File: src/hw/rtl/ttag_pkg.sv
// shared types, codes and constants of the take-along-axis gather unit
`default_nettype none
package ttag_pkg;

    // fixed field widths
    localparam int POS_W = 12;
    localparam int DIM_W = 13;
    localparam int VAL_W = 64;
    localparam int NUM_DIM = 4;
    localparam int CFG_W = 13;
    localparam int IDX_W = 3;

    // positions never reach this, so a larger total acts the same
    localparam logic [DIM_W-1:0] TOTAL_CAP = DIM_W'(2 ** POS_W);

    // parameter defaults
    localparam int MAX_RANK_DEF = 4;
    localparam int STORE_DEPTH_DEF = 4096;
    localparam int ELEMENT_WIDTH_DEF = 64;

    // item operations
    typedef enum logic [1:0] {
        OP_WR_SRC = 2'd0,
        OP_WR_IDX = 2'd1,
        OP_GATHER = 2'd2
    } op_t;

    // result status
    typedef enum logic [1:0] {
        ST_OK = 2'd0,
        ST_AXIS = 2'd1,
        ST_POS = 2'd2,
        ST_INDEX = 2'd3
    } status_t;

    // configuration register indexes
    typedef enum logic [IDX_W-1:0] {
        REG_RANK = 3'd0,
        REG_AXIS = 3'd1,
        REG_DIM0 = 3'd2,
        REG_DIM1 = 3'd3,
        REG_DIM2 = 3'd4,
        REG_DIM3 = 3'd5,
        REG_MASK = 3'd6
    } reg_idx_t;

    // item fields carried down the pipeline
    typedef struct packed {
        logic [1:0] op;
        logic [POS_W-1:0] pos;
        logic [VAL_W-1:0] value;
        status_t status;
    } side_t;

endpackage
`default_nettype wire

File: src/hw/rtl/ttag_coord.sv
// pipelined split of a flat position into coordinates, half a division per stage
`default_nettype none
module ttag_coord #(
    parameter int MAX_RANK = ttag_pkg::MAX_RANK_DEF,
    parameter int AXW = 3
) (
    input  wire logic                                     clk,
    input  wire logic                                     rst_n,
    input  wire logic                                     en,
    input  wire logic                                     in_valid,
    input  wire ttag_pkg::side_t                          in_side,
    input  wire logic [AXW-1:0]                           in_ax,
    input  wire logic [MAX_RANK-1:0][ttag_pkg::DIM_W-1:0] ed,
    output logic                                          out_valid,
    output ttag_pkg::side_t                               out_side,
    output logic      [AXW-1:0]                           out_ax,
    output logic      [MAX_RANK-1:0][ttag_pkg::DIM_W-1:0] out_coord,
    output logic      [ttag_pkg::DIM_W-1:0]               out_total
);

    localparam int NST = 2 * MAX_RANK;
    localparam int PW = ttag_pkg::POS_W;
    localparam int DW = ttag_pkg::DIM_W;
    localparam int HB = PW / 2;

    // stage inputs
    logic                          s_valid [0:NST-1];
    ttag_pkg::side_t               s_side  [0:NST-1];
    logic [AXW-1:0]                s_ax    [0:NST-1];
    logic [DW-1:0]                 s_p     [0:NST-1];
    logic [PW-1:0]                 s_dv    [0:NST-1];
    logic [DW-1:0]                 s_t     [0:NST-1];
    logic [MAX_RANK-1:0][DW-1:0]   s_crd   [0:NST-1];

    // stage registers
    logic                          valid_reg [0:NST-1];
    ttag_pkg::side_t               side_reg  [0:NST-1];
    logic [AXW-1:0]                ax_reg    [0:NST-1];
    logic [DW-1:0]                 p_reg     [0:NST-1];
    logic [PW-1:0]                 dv_reg    [0:NST-1];
    logic [DW-1:0]                 t_reg     [0:NST-1];
    logic [MAX_RANK-1:0][DW-1:0]   crd_reg   [0:NST-1];

    for (genvar j = 0; j < NST; j++)
    begin : g_stage
        localparam int K = MAX_RANK - 1 - j / 2;
        localparam bit LAST_HALF = (j % 2) == 1;

        logic [DW-1:0]               p_next;
        logic [PW-1:0]               dv_next;
        logic [DW-1:0]               t_next;
        logic [MAX_RANK-1:0][DW-1:0] crd_next;
        logic [DW-1:0]               p_w;
        logic [PW-1:0]               d_w;
        logic [DW:0]                 ps;
        logic [2*DW-1:0]             prod;

        // stage input select
        if (j == 0)
        begin : g_first
            assign s_valid[j] = in_valid;
            assign s_side[j]  = in_side;
            assign s_ax[j]    = in_ax;
            assign s_p[j]     = '0;
            assign s_dv[j]    = in_side.pos;
            assign s_t[j]     = DW'(1);
            assign s_crd[j]   = '0;
        end
        else
        begin : g_next
            assign s_valid[j] = valid_reg[j-1];
            assign s_side[j]  = side_reg[j-1];
            assign s_ax[j]    = ax_reg[j-1];
            assign s_p[j]     = p_reg[j-1];
            assign s_dv[j]    = dv_reg[j-1];
            assign s_t[j]     = t_reg[j-1];
            assign s_crd[j]   = crd_reg[j-1];
        end

        // restoring division steps, quotient bits shift into the dividend
        always_comb
        begin
            p_w = s_p[j];
            d_w = s_dv[j];
            ps = '0;
            for (int i = 0; i < HB; i++)
            begin
                ps = {p_w, d_w[PW-1]};
                d_w = {d_w[PW-2:0], 1'b0};
                if (ps >= {1'b0, ed[K]})
                begin
                    ps = ps - {1'b0, ed[K]};
                    d_w[0] = 1'b1;
                end
                p_w = ps[DW-1:0];
            end
            dv_next = d_w;
            crd_next = s_crd[j];
            if (LAST_HALF)
            begin
                crd_next[K] = p_w;
                p_next = '0;
            end
            else
            begin
                p_next = p_w;
            end
        end

        // saturating running product of the lengths
        always_comb
        begin
            prod = s_t[j] * ed[K];
            if (LAST_HALF)
            begin
                t_next = s_t[j];
            end
            else if (prod > (2*DW)'(ttag_pkg::TOTAL_CAP))
            begin
                t_next = ttag_pkg::TOTAL_CAP;
            end
            else
            begin
                t_next = prod[DW-1:0];
            end
        end

        // valid bit
        always_ff @(posedge clk or negedge rst_n)
        begin
            if (!rst_n)
            begin
                valid_reg[j] <= 1'b0;
            end
            else if (en)
            begin
                valid_reg[j] <= s_valid[j];
            end
        end

        // payload
        always_ff @(posedge clk)
        begin
            if (en)
            begin
                side_reg[j] <= s_side[j];
                ax_reg[j]   <= s_ax[j];
                p_reg[j]    <= p_next;
                dv_reg[j]   <= dv_next;
                t_reg[j]    <= t_next;
                crd_reg[j]  <= crd_next;
            end
        end
    end

    assign out_valid = valid_reg[NST-1];
    assign out_side  = side_reg[NST-1];
    assign out_ax    = ax_reg[NST-1];
    assign out_coord = crd_reg[NST-1];
    assign out_total = t_reg[NST-1];

endmodule
`default_nettype wire

File: config.mk
export PLATFORM = sky130hd
export DESIGN_NAME = ttag_coord
export DESIGN_NICKNAME = d
export VERILOG_FILES = /design/src/hw/rtl/ttag_pkg.sv /design/src/hw/rtl/ttag_coord.sv
export SDC_FILE = /design/constraint.sdc
export NUM_CORES = 2
export LEC_CHECK = 0
export BUFFER_PORTS_ARGS = -buffer_cell sky130_fd_sc_hd__buf_2
export CAP_MARGIN = 10
export CELL_PAD_IN_SITES_DETAIL_PLACEMENT = 2
export CELL_PAD_IN_SITES_GLOBAL_PLACEMENT = 2
export CORE_MARGIN = 4
export CORE_UTILIZATION = 35
export CTS_BUF_LIST = sky130_fd_sc_hd__clkbuf_4
export DETAILED_ROUTE_END_ITERATION = 12
export GPL_TIMING_DRIVEN = 0
export HOLD_SLACK_MARGIN = 0.1
export PLACE_DENSITY = 0.79
export SLEW_MARGIN = 10
export SYNTH_ARGS = -nofsm -noshare
export SYNTH_HDL_FRONTEND = slang
export SYNTH_SLANG_ARGS = --single-unit
File: constraint.sdc
create_clock -name clk -period 20.8 [get_ports clk]
set_input_delay 1.04 -clock clk [delete_from_list [all_inputs] [get_ports clk]]
set_output_delay 1.04 -clock clk [all_outputs]
set_load 0.05 [all_outputs]
[Word level (Yosys, flattened, before mapping)]
Memories as Yosys holds them, arrays and structs flattened.
Index checks and enable logic that the tools add are counted.
Word-level totals
  flip-flop bits (word level): 8
  memory bits (writable): 1384
  input bits: 139
  output and inout bits: 149
  logic and storage cells: 219
  memories: 6
Operators by class
  add/sub/neg operators: 48
  $mul: 3
  $lt $le $gt $ge: 52
  multiplexer cells: 102
Memories
  side_reg: depth 8, width 80, rd ports 8, clocked after Yosys merged registers in 0, wr ports 8, line ttag_coord.sv:37  | ttag_pkg::side_t side_reg [0:NST-1];
  crd_reg: depth 8, width 52, rd ports 8, clocked after Yosys merged registers in 0, wr ports 8, line ttag_coord.sv:42  | logic [MAX_RANK-1:0][DW-1:0] crd_reg [0:NST-1];
  p_reg: depth 8, width 13, rd ports 7, clocked after Yosys merged registers in 0, wr ports 8, line ttag_coord.sv:39  | logic [DW-1:0] p_reg [0:NST-1];
  t_reg: depth 8, width 13, rd ports 8, clocked after Yosys merged registers in 0, wr ports 8, line ttag_coord.sv:41  | logic [DW-1:0] t_reg [0:NST-1];
  dv_reg: depth 8, width 12, rd ports 7, clocked after Yosys merged registers in 0, wr ports 8, line ttag_coord.sv:40  | logic [PW-1:0] dv_reg [0:NST-1];
  ax_reg: depth 8, width 3, rd ports 8, clocked after Yosys merged registers in 0, wr ports 8, line ttag_coord.sv:38  | logic [AXW-1:0] ax_reg [0:NST-1];
Operator list (number)
  $mux W13: 52
  $ge A14 B13 Y1: 47
  $sub A13 B13 Y13: 47
  $gt A26 B13 Y1 const B: 3
  $mul A13 B13 Y26: 3
  $mux W1: 50
  $ge A1 B13 Y1: 1
  $gt A13 B13 Y1 const B: 1
  $sub A1 B13 Y13: 1

[Logic depth before layout (Yosys ltp)]
An unclocked memory read counts as a cell.
  depth in word-level cells: 13
  mapped depth: 76
  mapped depth without buffers: 70

[Worst setup path before layout]
No wires, ideal clock.
  path type: input port to flip-flop
  start: in ed[21] (netlist name)
  end: mem crd_reg[1][71] (netlist name) (data pin)
  library setup time: 0.261 ns
  arrival: 15.612 ns
  required time: 20.539 ns
  setup slack: 4.928 ns
  stages: 65
  path through: clkbuf_1 > inv_1 > ha_1 > clkbuf_1 > and4_1 > nand2_1 > a21o_1 > o211ai_1 > mux2_2 > ha_1 > and2_1 > a221o_1 > o21ai_0 > a31oi_1 > a211oi_1 > clkbuf_1 > mux2i_1 > ha_1 > (+29 left out) > nand2b_1 > a211oi_1 > buf_2 > mux2i_1 > fa_1 > a21o_1 > a21oi_1 > o21ai_0 > a21o_1 > a21oi_1 > o21ai_0 > a2111oi_0 > o21bai_1 > a2111oi_0 > o21ai_0 > clkbuf_1 > and3_1 > a221o_1
RTL lines
  from (decl): line ttag_coord.sv:13  | input wire logic [MAX_RANK-1:0][ttag_pkg::DIM_W-1:0] ed,
  to (decl): line ttag_coord.sv:42

==> results.json <==
{
  "syn_area_per_cell_um2": 10.7,
  "root_buffer": "clkbuf_4",
  "cp_max_fo": 11,
  "largest_reg_flops": 640,
  "synth_edf_count": 1100,
  "cts_tree": "done",
  "worstPathRequired_ps": 21780,
  "multi_input_area_um2": 45800,
  "grt_pass1_vias": 72298,
  "gp_congestion": 0.868,
  "clock-sinks": 1108,
  "core_area_um2": 235000,
  "fillers": 25139,
  "finalSetupViolations": 0,
  "hold_viol_final": 0,
  "tightestPinTransition_ps": 1030,
  "arrival_ps": 20890,
  "min_to": "t_reg[0][11]$_SDFFCE_PN0P_",
  "start_util": 0.352,
  "yosys_warnings": 0,
  "wirelength_um": 274000,
  "clkTransAtPathRegs_ps": 70,
  "worstSkewPairLatency_ps": 1320,
  "seqCellArea_um2": 33200,
  "final_net_count": 9816,
  "cp-end-kind": "flip-flop",
  "dp.final_hpwl_um": 209000,
  "maxCapViolations": 0,
  "die_x_um": 495,
  "drc": 0,
  "final_cell_mix": "1,100 x edfxtp_1, 793 x ha_1, 762 x inv_1, 628 x nand2_1, 455 x a21oi_1",
  "htreeDepth": 5,
  "syn2layout_area_growth_pct": 12.8,
  "path_common_cell": "o21ai_0",
  "yosysTopAreaCell": "edfxtp_1",
  "max-slew-margin-rel": 0.308,
  "fmax_mhz": 50.2,
  "slew_viol_final": 0,
  "die_y_um": 495,
  "worst_path_max_delay_cell": "inv_1",
  "dr.first_iter.drc_count": 3354,
  "r2r_cells": 71,
  "syn-cell-area_um2": 82900,
  "path_class": "in2reg",
  "via_per_inst": 5.38,
  "grt_usage": 0.220,
  "netlist_instances": 7735,
  "r2r-end": "crd_reg[0][190]$_DFFE_PP_",
  "synth_cell_type_count": 104,
  "grt_pass1_wl_um": 423000,
  "drive_gt1_frac": 0.139,
  "r2r_slack_ps": 1170,
  "overflow": 0,
  "fin_util": 0.397,
  "syn_nets": 9074,
  "synth_top_area_share": 0.398,
  "hold_path_class": "in2reg",
  "fin_ws_ps": 887,
  "r2r_start": "dv_reg[2][11]$_DFFE_PP_",
  "cts_made_buffers": 318,
  "period_needed_ps": 19910,
  "async_flop_share": 0.00722,
  "netlist_top_cells_area": "edfxtp_1 40%, ha_1 12%, fa_1 9.8%",
  "ant_nets": 0,
  "wire_per_inst_um": 23.1,
  "cts_buffer_depth": 4,
  "drt-pass1-iter-count": 5,
  "cp-start-kind": "input pin",
  "place_ws_ps": -1850,
  "num_vias": 63689,
  "yosysSeqAreaShare": 0.401,
  "io_buffer_count": 286,
  "grt_max_degree": 177,
  "cpPeakStageDelay_ps": 560,
  "hp-start": "ed[51]",
  "ys.flop_type": "edfxtp_1",
  "mostFrequentLayoutCell": "edfxtp_1",
  "ys_seq_elements": 1108,
  "skew_ps": 106,
  "period_share": 0.957,
  "io_pins": 288,
  "dieArea_um2": 245000,
  "holdPathStages": 2,
  "placementRows": 178,
  "run_status": "completed",
  "grt_antenna_before_repair": 12
}
## cell type report
| type | count | share of cell area |
|---|---|---|
| flip-flops and latches | 1108 | 0.355 |
| repair buffers | 434 | 0.0313 |
| inverters | 793 | 0.0325 |
| clock inverters | 75 | 0.00344 |
| well taps | 3150 | 0.0421 |
| diodes | 10 | 0.000268 |
| multi-input cells | 5623 | 0.489 |
| plain buffers | 199 | 0.0105 |
| clock buffers | 442 | 0.0355 |
## worst max-delay path: cells and delay by family
family / cells / cell delay [ps]
AOI/OAI and AO/OA: 28 / 7520
adders and majority gates: 6 / 2660
buffers and inverters: 14 / 4660
muxes: 5 / 1800
and+or+nand+nor: 18 / 3120
## cell usage after synthesis (16+ instances only)
master and instances:
mux2_2 208, o21ai_0 384, and2_1 277, nand2b_1 88, a211oi_1 44, o21bai_1 42
a211o_1 21, o21a_1 85, nor2_1 439, a31oi_1 28, nand3_1 80, o211ai_1 37
buf_4 55, clkbuf_1 134, ha_1 793, o31ai_1 43, a21o_1 175, o22ai_1 17
nor3b_1 16, fa_1 407, nand4_1 104, a21boi_0 45, a2111oi_0 17, nand2_1 628
inv_1 778, o221ai_1 27, mux2i_1 89, and3_1 50, nor2b_1 119, or2_2 39
nor4_1 34, edfxtp_1 1100, a21oi_1 457, nor3_1 127, xnor2_1 276, or3_1 45
xor2_1 133
## metal layers
| metal | track usage | wire length (um) | part of all wire |
|---|---|---|---|
| met5 | 0 | 52 | 0.00019 |
| met4 | 0.0981 | 12100 | 0.044 |
| met3 | 0.0317 | 9790 | 0.036 |
| met2 | 0.398 | 141000 | 0.52 |
| met1 | 0.257 | 111000 | 0.40 |
## cells by family (layout without fill, tap and decap cells)
logic type / Yosys count / count (layout) / synth area share
other cells: 0 / 10 / 0
simple gates: 2109 / 2109 / 0.126
xor+xnor: 409 / 409 / 0.0432
flops: 1108 / 1108 / 0.401
buf+inv: 1004 / 1943 / 0.0482
fa+ha+maj: 1200 / 1200 / 0.218
mux: 306 / 306 / 0.0402
compound gates: 1599 / 1599 / 0.124
## how the worst max path moves through the flow
| stage | start | slack, ps | depth (start not counted) | to |
|---|---|---|---|---|
| after CTS | ed[32] | 60 | 70 | crd_reg[0][190]$_DFFE_PP_ |
| after global placement | ed[23] | -660 | 68 | crd_reg[1][67]$_DFFE_PP_ |
| after detailed placement | ed[23] | -1850 | 69 | crd_reg[1][73]$_DFFE_PP_ |
| after global routing | ed[2] | -80 | 65 | crd_reg[1][166]$_DFFE_PP_ |
| after floorplan | ed[21] | 4930 | 65 | crd_reg[1][71]$_DFFE_PP_ |
| final | ed[35] | 890 | 71 | crd_reg[0][190]$_DFFE_PP_ |
## stage by stage
step | cells | cell area, um^2 | setup TNS [ps] | hold slack (ps)
5_1_grt | 11831 | 93500 | -306 | 135
4_1_cts | 11791 | 93100 | 0 | 107
3_3_place_gp | 11171 | 88300 | -6340 | 400
6_report | 11834 | 93500 | 0 | 308
3_5_place_dp | 11180 | 88500 | -41750 | 405
2_1_floorplan | 7735 | 82900 | 0 | 400
## repair_timing
action,CTS,global route
endpoints found under the hold margin,140,0
hold buffers,92,0
buffers inserted,4,43
endpoints found under the setup margin,15,55
resized for setup,2,40
pin swaps,1,0
Power is not shown: default switching activity piles up to over one toggle a cycle in this logic, so the estimate is an artifact.
