$ cat src/hw/rtl/ttag_pkg.sv
// shared types, codes and constants of the take-along-axis gather unit
`default_nettype none
package ttag_pkg;

    // fixed field widths
    localparam int POS_W = 12;
    localparam int DIM_W = 13;
    localparam int VAL_W = 64;
    localparam int NUM_DIM = 4;
    localparam int CFG_W = 13;
    localparam int IDX_W = 3;

    // positions never reach this, so a larger total acts the same
    localparam logic [DIM_W-1:0] TOTAL_CAP = DIM_W'(2 ** POS_W);

    // parameter defaults
    localparam int MAX_RANK_DEF = 4;
    localparam int STORE_DEPTH_DEF = 4096;
    localparam int ELEMENT_WIDTH_DEF = 64;

    // item operations
    typedef enum logic [1:0] {
        OP_WR_SRC = 2'd0,
        OP_WR_IDX = 2'd1,
        OP_GATHER = 2'd2
    } op_t;

    // result status
    typedef enum logic [1:0] {
        ST_OK = 2'd0,
        ST_AXIS = 2'd1,
        ST_POS = 2'd2,
        ST_INDEX = 2'd3
    } status_t;

    // configuration register indexes
    typedef enum logic [IDX_W-1:0] {
        REG_RANK = 3'd0,
        REG_AXIS = 3'd1,
        REG_DIM0 = 3'd2,
        REG_DIM1 = 3'd3,
        REG_DIM2 = 3'd4,
        REG_DIM3 = 3'd5,
        REG_MASK = 3'd6
    } reg_idx_t;

    // item fields carried down the pipeline
    typedef struct packed {
        logic [1:0] op;
        logic [POS_W-1:0] pos;
        logic [VAL_W-1:0] value;
        status_t status;
    } side_t;

endpackage
`default_nettype wire

$ cat src/hw/rtl/ttag_addr.sv
// pipelined address build: index address, source base and axis stride, one dimension a stage
`default_nettype none
module ttag_addr #(
    parameter int MAX_RANK = ttag_pkg::MAX_RANK_DEF,
    parameter int AXW = 3,
    parameter int AW = 12
) (
    input  wire logic                                     clk,
    input  wire logic                                     rst_n,
    input  wire logic                                     en,
    input  wire logic                                     in_valid,
    input  wire ttag_pkg::side_t                          in_side,
    input  wire logic [AXW-1:0]                           in_ax,
    input  wire logic [MAX_RANK-1:0][ttag_pkg::DIM_W-1:0] in_coord,
    input  wire logic [MAX_RANK-1:0][ttag_pkg::DIM_W-1:0] ed,
    input  wire logic [MAX_RANK-1:0]                      bc,
    output logic                                          out_valid,
    output ttag_pkg::side_t                               out_side,
    output logic      [AXW-1:0]                           out_ax,
    output logic      [AW-1:0]                            out_iaddr,
    output logic      [AW-1:0]                            out_base,
    output logic      [AW-1:0]                            out_stride
);

    localparam int DW = ttag_pkg::DIM_W;
    localparam int MW = AW + DW + 1;

    // stage inputs
    logic                        s_valid [0:MAX_RANK-1];
    ttag_pkg::side_t             s_side  [0:MAX_RANK-1];
    logic [AXW-1:0]              s_ax    [0:MAX_RANK-1];
    logic [MAX_RANK-1:0][DW-1:0] s_crd   [0:MAX_RANK-1];
    logic [AW-1:0]               s_i     [0:MAX_RANK-1];
    logic [AW-1:0]               s_b     [0:MAX_RANK-1];
    logic [AW-1:0]               s_s     [0:MAX_RANK-1];

    // stage registers
    logic                        valid_reg [0:MAX_RANK-1];
    ttag_pkg::side_t             side_reg  [0:MAX_RANK-1];
    logic [AXW-1:0]              ax_reg    [0:MAX_RANK-1];
    logic [MAX_RANK-1:0][DW-1:0] crd_reg   [0:MAX_RANK-1];
    logic [AW-1:0]               i_reg     [0:MAX_RANK-1];
    logic [AW-1:0]               b_reg     [0:MAX_RANK-1];
    logic [AW-1:0]               s_reg     [0:MAX_RANK-1];

    for (genvar j = 0; j < MAX_RANK; j++)
    begin : g_stage
        logic [MW-1:0] mi;
        logic [MW-1:0] mb;
        logic [MW-1:0] ms;
        logic [AW-1:0] i_next;
        logic [AW-1:0] b_next;
        logic [AW-1:0] s_next;
        logic          is_ax;
        logic          past_ax;

        // stage input select
        if (j == 0)
        begin : g_first
            assign s_valid[j] = in_valid;
            assign s_side[j]  = in_side;
            assign s_ax[j]    = in_ax;
            assign s_crd[j]   = in_coord;
            assign s_i[j]     = '0;
            assign s_b[j]     = '0;
            assign s_s[j]     = AW'(1);
        end
        else
        begin : g_next
            assign s_valid[j] = valid_reg[j-1];
            assign s_side[j]  = side_reg[j-1];
            assign s_ax[j]    = ax_reg[j-1];
            assign s_crd[j]   = crd_reg[j-1];
            assign s_i[j]     = i_reg[j-1];
            assign s_b[j]     = b_reg[j-1];
            assign s_s[j]     = s_reg[j-1];
        end

        // horner steps, addresses wrap at the store depth
        always_comb
        begin
            is_ax = s_ax[j] == AXW'(j);
            past_ax = AXW'(j) > s_ax[j];
            mi = MW'(s_i[j]) * MW'(ed[j]) + MW'(s_crd[j][j]);
            mb = MW'(s_b[j]) * MW'(ed[j]) + (is_ax ? '0 : MW'(s_crd[j][j]));
            ms = MW'(s_s[j]) * MW'(ed[j]);
            i_next = bc[j] ? s_i[j] : mi[AW-1:0];
            b_next = mb[AW-1:0];
            s_next = past_ax ? ms[AW-1:0] : s_s[j];
        end

        // valid bit
        always_ff @(posedge clk or negedge rst_n)
        begin
            if (!rst_n)
            begin
                valid_reg[j] <= 1'b0;
            end
            else if (en)
            begin
                valid_reg[j] <= s_valid[j];
            end
        end

        // payload
        always_ff @(posedge clk)
        begin
            if (en)
            begin
                side_reg[j] <= s_side[j];
                ax_reg[j]   <= s_ax[j];
                crd_reg[j]  <= s_crd[j];
                i_reg[j]    <= i_next;
                b_reg[j]    <= b_next;
                s_reg[j]    <= s_next;
            end
        end
    end

    assign out_valid  = valid_reg[MAX_RANK-1];
    assign out_side   = side_reg[MAX_RANK-1];
    assign out_ax     = ax_reg[MAX_RANK-1];
    assign out_iaddr  = i_reg[MAX_RANK-1];
    assign out_base   = b_reg[MAX_RANK-1];
    assign out_stride = s_reg[MAX_RANK-1];

endmodule
`default_nettype wire

$ cat config.mk
export PLATFORM = sky130hd
export DESIGN_NAME = ttag_addr
export DESIGN_NICKNAME = d
export VERILOG_FILES = /design/src/hw/rtl/ttag_pkg.sv /design/src/hw/rtl/ttag_addr.sv
export SDC_FILE = /design/constraint.sdc
export NUM_CORES = 2
export LEC_CHECK = 0
export ABC_AREA = 0
export BUFFER_PORTS_ARGS = -buffer_cell sky130_fd_sc_hd__buf_2
export CORE_MARGIN = 1.5
export CORE_UTILIZATION = 40
export CTS_BUF_LIST = sky130_fd_sc_hd__clkbuf_4 sky130_fd_sc_hd__clkbuf_8 sky130_fd_sc_hd__clkbuf_16
export DETAILED_ROUTE_END_ITERATION = 10
export GPL_ROUTABILITY_DRIVEN = 0
export PLACE_DENSITY = 0.67
export SYNTH_ARGS = -nofsm -noshare
export SYNTH_HDL_FRONTEND = slang
export SYNTH_SLANG_ARGS = --single-unit
export TNS_END_PERCENT = 100
$ cat constraint.sdc
create_clock -name clk -period 10.2 [get_ports clk]
set_input_delay 0.51 -clock clk [delete_from_list [all_inputs] [get_ports clk]]
set_output_delay 0.51 -clock clk [all_outputs]
set_load 0.03 [all_outputs]
Word-level counts from Yosys, hierarchy flattened
Memories as Yosys holds them, arrays and structs flattened.
Index checks and enable logic that the tools add are counted.

storage, ports and cells
  input port bits = 195
  bits in read-only memories = 0
  register bits = 4
  memories = 6
  RAM bits = 684
  bits in latches = 0

operators by class
  equality and inequality tests = 3
  order comparisons = 4
  divide/modulo/power cells = 0
  multipliers = 9
  add/subtract/negate cells = 6
  shift-type cells = 0
  bitwise gates (word level) = 0
  reductions and logical operators = 1
  mux-type cells = 14

memories
  name      words  bits a word  read ports  clocked after Yosys merged registers in  wr ports  line             source
  side_reg  4      80           4           0                                        4         ttag_addr.sv:39  ttag_pkg::side_t side_reg [0:MAX_RANK-1];
  crd_reg   4      52           3           0                                        4         ttag_addr.sv:41  logic [MAX_RANK-1:0][DW-1:0] crd_reg [0:MAX_RANK-1];
  b_reg     4      12           4           0                                        4         ttag_addr.sv:43  logic [AW-1:0] b_reg [0:MAX_RANK-1];
  i_reg     4      12           4           0                                        4         ttag_addr.sv:42  logic [AW-1:0] i_reg [0:MAX_RANK-1];
  s_reg     4      12           4           0                                        4         ttag_addr.sv:44  logic [AW-1:0] s_reg [0:MAX_RANK-1];
  ax_reg    4      3            4           0                                        4         ttag_addr.sv:40  logic [AXW-1:0] ax_reg [0:MAX_RANK-1];

operators by type and width
  cell                number
  $mux 12             12
  $mul 12x13->12      9
  $add 12x12->12      6
  $eq 3x2->1 const B  2
  $gt 1x3->1 const A  2
  $gt 2x3->1 const A  2
  $eq 3x1->1 const B  1
  $logic_not 3->1     1
  $mux 1              2

Longest topological paths before layout
An unclocked memory read counts as a cell.

  word-level depth = 4
  mapped depth = 20
  depth with buffers taken out = 18

Worst setup path after synthesis
Ideal clock, no wire load.

  path kind = input port to flip-flop
  start point = input ed[31] in the netlist's numbering
  end point = memory s_reg[2][11] (data pin)
  path slack = 5.200 ns
  required time = 9.930 ns
  stages on the path = 17
  data arrival time = 4.730 ns
  cells stage by stage = clkbuf_1 clkbuf_1 nand2_1 fa_1 fa_1 inv_1 fa_1 fa_1 inv_1 fa_1 xor2_1 xnor2_1 xnor2_1 xnor3_1 xnor2_1 xnor2_1 o21ai_0

RTL lines
  item                line             source
  start: declaration  ttag_addr.sv:15  input wire logic [MAX_RANK-1:0][ttag_pkg::DIM_W-1:0] ed,
  end: declaration    ttag_addr.sv:44

==> impl_metrics.ini <==
[logic_synthesis]
synth_cell_type_count = 39
syn_avg_cell_area_sq_um = 11.6
synth_top_area_cell = edfxtp_1
synth_area_sq_um = 38900
synth_edf_count = 548
yosys_warnings = 0
synth_ff_type = edfxtp_1
synth_top_area_frac = 0.423
yosysMostFrequentCell = inv_1
synth_seq_cells = 552
synth.area.top_cells = edfxtp_1 42%, fa_1 21%, ha_1 9.4%
netlist_top_cells_count = 688 x inv_1, 548 x edfxtp_1, 520 x nand2_1
seq_area_frac_synth = 0.425
async_flop_share = 0.00725
syn_inst = 3343

[global_routing]
antenna_found_initial = 10
grt_first_pass_wirelength_mm = 128
grt_max_degree = 213
grt_usage = 0.164
grt_pass1_vias = 24400
grt_overflow = 0

[setup_path]
crit_path_max_incr_delay_ns = 0.59
worst-path-max-fanout = 13
ff2ff_path_depth = 16
path_class = flop to flop
worstPathRequired_ns = 10.58
crit_top_cell = fa_1
cp-end-kind = flop
cp-endpoint = i_reg[1][11]$_DFFE_PP_
cp_slowest_cell = edfxtp_1
regToRegStartpoint = i_reg[0][0]$_SDFFCE_PP0P_
rr_endpoint = i_reg[1][11]$_DFFE_PP_
setup.worst_path.start = i_reg[0][0]$_SDFFCE_PP0P_
critPathArrivalTime_ns = 5.49
ff2ff_setup_slack_ns = 5.09
crit_chain = and2_1 > fa_1 > inv_1 > fa_1 > inv_1 > fa_1 > inv_1 > fa_1 > fa_1 > inv_1 > ha_1 > a21o_1 > a21oi_1 > a21oi_1 > xnor2_1 > mux2_2
critPathLaunchType = flop

[route]
wl_met1_mm = 32.4
first_pass_iters = 5
routed.top_layer = met5
detail_route.wl_per_cell_um = 15.6
ant_nets = 0
dr_wl_met2_mm = 39.7
drt_iter0_drc = 1092
met3WireLength_mm = 3.56
routed_via_density = 4.61
drt-total-wl_mm = 77.9
drc = 0
via_count = 23000

[hold_path]
hp-class = primary input to flop

[power]
p_sw_frac = 0.410
ir_worst_vdd_uv = 433
leakagePower_nw = 20.1
internal_power_mw = 9.14
clockPowerShare = 0.143
p_comb_frac = 0.632
p_switching_mw = 6.35
seq_power_share = 0.225
power_density_nw_per_um2 = 349

[timing]
fmax_mhz = 196
final_hold_viol_count = 0
min_period_ns = 5.11
finalSetupTns_ns = 0
rsz0062_at_grt = false
slew_viol_final = 0
slew_headroom = 0.225
timing.final.crit_share = 0.501
setup_violations = 0
final.setup_skew_ns = 0.0242
tightest_slew_ns = 1.16

[floorplanning]
die_w_um = 315
die_area_sq_um = 99200
die-height_um = 315
rows = 114
initial_core_util = 0.403
ios = 315
design.core.area_sq_um = 96600

[clock_network]
cts-htree-levels = 2
cts_root_buf = clkbuf_16
clk_pin_slew_ns = 0.06
clk_path_buf_depth = 3
insertion_delay_ns = 0.65
cts_tree = yes
cts_resized = 0
cts_inserted_buffers = 61
clock_sinks = 552

[run_status]
outcome = finished clean

[layout]
syn_to_final_growth_pct = 14.0
drive_above_1_share = 0.119
final_nets = 4551
design_area_sq_um = 44400
largest_register_ffs = 320

[placement]
dp_hpwl_mm = 58.1
port_buffers = 294
placed_cell_area_sq_um = 41600

[job]
maxCapViolations = 0
-- stage by stage --
step / utilization / hold WS, ns / setup WS (ns) / power (mW) / std cells
after floorplan: - / 0.214 / 5.20 / 11.4 / 3353
after global placement: 0.431 / 0.317 / 4.90 / 13.1 / 4800
after detailed placement: 0.431 / 0.321 / 4.78 / 13.4 / 4800
after CTS: 0.460 / 0.000112 / 5.07 / 15.7 / 4987
after global routing: 0.460 / 0.00927 / 4.84 / 17.2 / 4987
final: 0.460 / 0.0487 / 5.09 / 15.5 / 4989
-- power groups by stage --
stage | sequential [mW] | combinational (mW) | clock, mW
after global routing | 3.52 | 11.3 | 2.37
after global placement | 3.51 | 9.59 | 0
after CTS | 3.48 | 9.96 | 2.30
after detailed placement | 3.52 | 9.86 | 0
final | 3.48 | 9.79 | 2.22
after floorplan | 3.51 | 7.86 | 0
-- critical path, delay by kind of cell, from the launching register on --
kind                     cells  cell delay (ns)
AO/OA/AOI/OAI                3             0.56
XOR/XNOR                     1             0.14
adder cells (fa/ha/maj)      6             2.79
buffers and inverters        4             0.20
flip-flops                   1             0.59
multiplexers                 1             0.30
AND/OR/NAND/NOR              1             0.28
-- cells by family (layout without fill, tap and decap cells) --
family                   Yosys count  after routing  synth area share
XOR/XNOR                         252            252            0.0594
other                              2             14          0.000193
AND/OR/NAND/NOR                  854            854             0.103
AO/OA/AOI/OAI                    141            141            0.0214
buffers and inverters            816           1174            0.0798
adder cells (fa/ha/maj)          696            696             0.302
flip-flops                       552            552             0.425
multiplexers                      30             30           0.00868
-- area by class of cell --
| type | instances | area, sq um |
|---|---|---|
| Antenna cell | 2 | 5.00 |
| Clock buffer | 74 | 1620 |
| Clock inverter | 40 | 448 |
| Fill cell | 8789 | 52200 |
| Inverter | 688 | 2580 |
| Multi-Input combinational cell | 1985 | 19300 |
| Sequential cell | 552 | 16600 |
| Tap cell | 1276 | 1600 |
| Timing Repair Buffer | 372 | 2270 |
-- worst min-delay path by stage --
stage	from	endpoint	slack, ns	cells after the start
3_5_place_dp	rst_n	s_valid[0]$_DFFE_PN0P_	0.32	1
4_1_cts	in_side[70]	side_reg[0][70]$_DFFE_PP_	0.0001	1
2_1_floorplan	rst_n	out_valid$_DFFE_PN0P_	0.21	0
6_report	in_coord[13]	crd_reg[0][13]$_DFFE_PP_	0.05	1
5_1_grt	in_side[11]	side_reg[0][11]$_DFFE_PP_	0.009	1
3_3_place_gp	rst_n	out_valid$_DFFE_PN0P_	0.32	1
-- cells in the final DEF (no fill, tap or decap), types with 3 or more instances in the layout --
master / synthesis / layout
buf_4: 5 / 3
clkinv_4: 0 / 4
buf_2: 17 / 293
xor2_1: 55 / 55
and2_1: 272 / 272
clkbuf_4: 0 / 13
clkinv_1: 0 / 11
nor4b_1: 3 / 3
o21bai_1: 14 / 14
bufinv_16: 0 / 7
inv_6: 0 / 3
clkinvlp_4: 0 / 4
edfxtp_1: 548 / 548
a211oi_1: 3 / 3
xnor2_1: 188 / 188
nand2_1: 520 / 520
nand3_1: 5 / 5
clkbuf_16: 0 / 61
o21ai_0: 47 / 47
a21o_1: 22 / 22
nor2_1: 13 / 13
o21a_1: 7 / 7
dfrtp_1: 4 / 4
dlygate4sd3_1: 0 / 73
nor3b_1: 4 / 4
xnor3_1: 6 / 6
xnor2_2: 3 / 3
inv_1: 688 / 688
mux2_2: 30 / 30
a21oi_1: 44 / 44
clkinv_2: 0 / 9
fa_1: 405 / 405
or4b_2: 3 / 3
ha_1: 291 / 291
nor2b_1: 26 / 26
conb_1: 2 / 12
-- metal layers --
| layer | vias up | GRT usage |
|---|---|---|
| li1 | 11000 | - |
| met1 | 11400 | 0.203 |
| met2 | 451 | 0.292 |
| met3 | 141 | 0.0276 |
| met4 | 12 | 0.0488 |
| met5 | - | 0 |
-- timing repair --
item	4_1_cts	5_1_grt
hold buffers	73	0
hold endpoints to repair	76	0
setup buffers	0	0
Power figures use the tool's default switching activity.
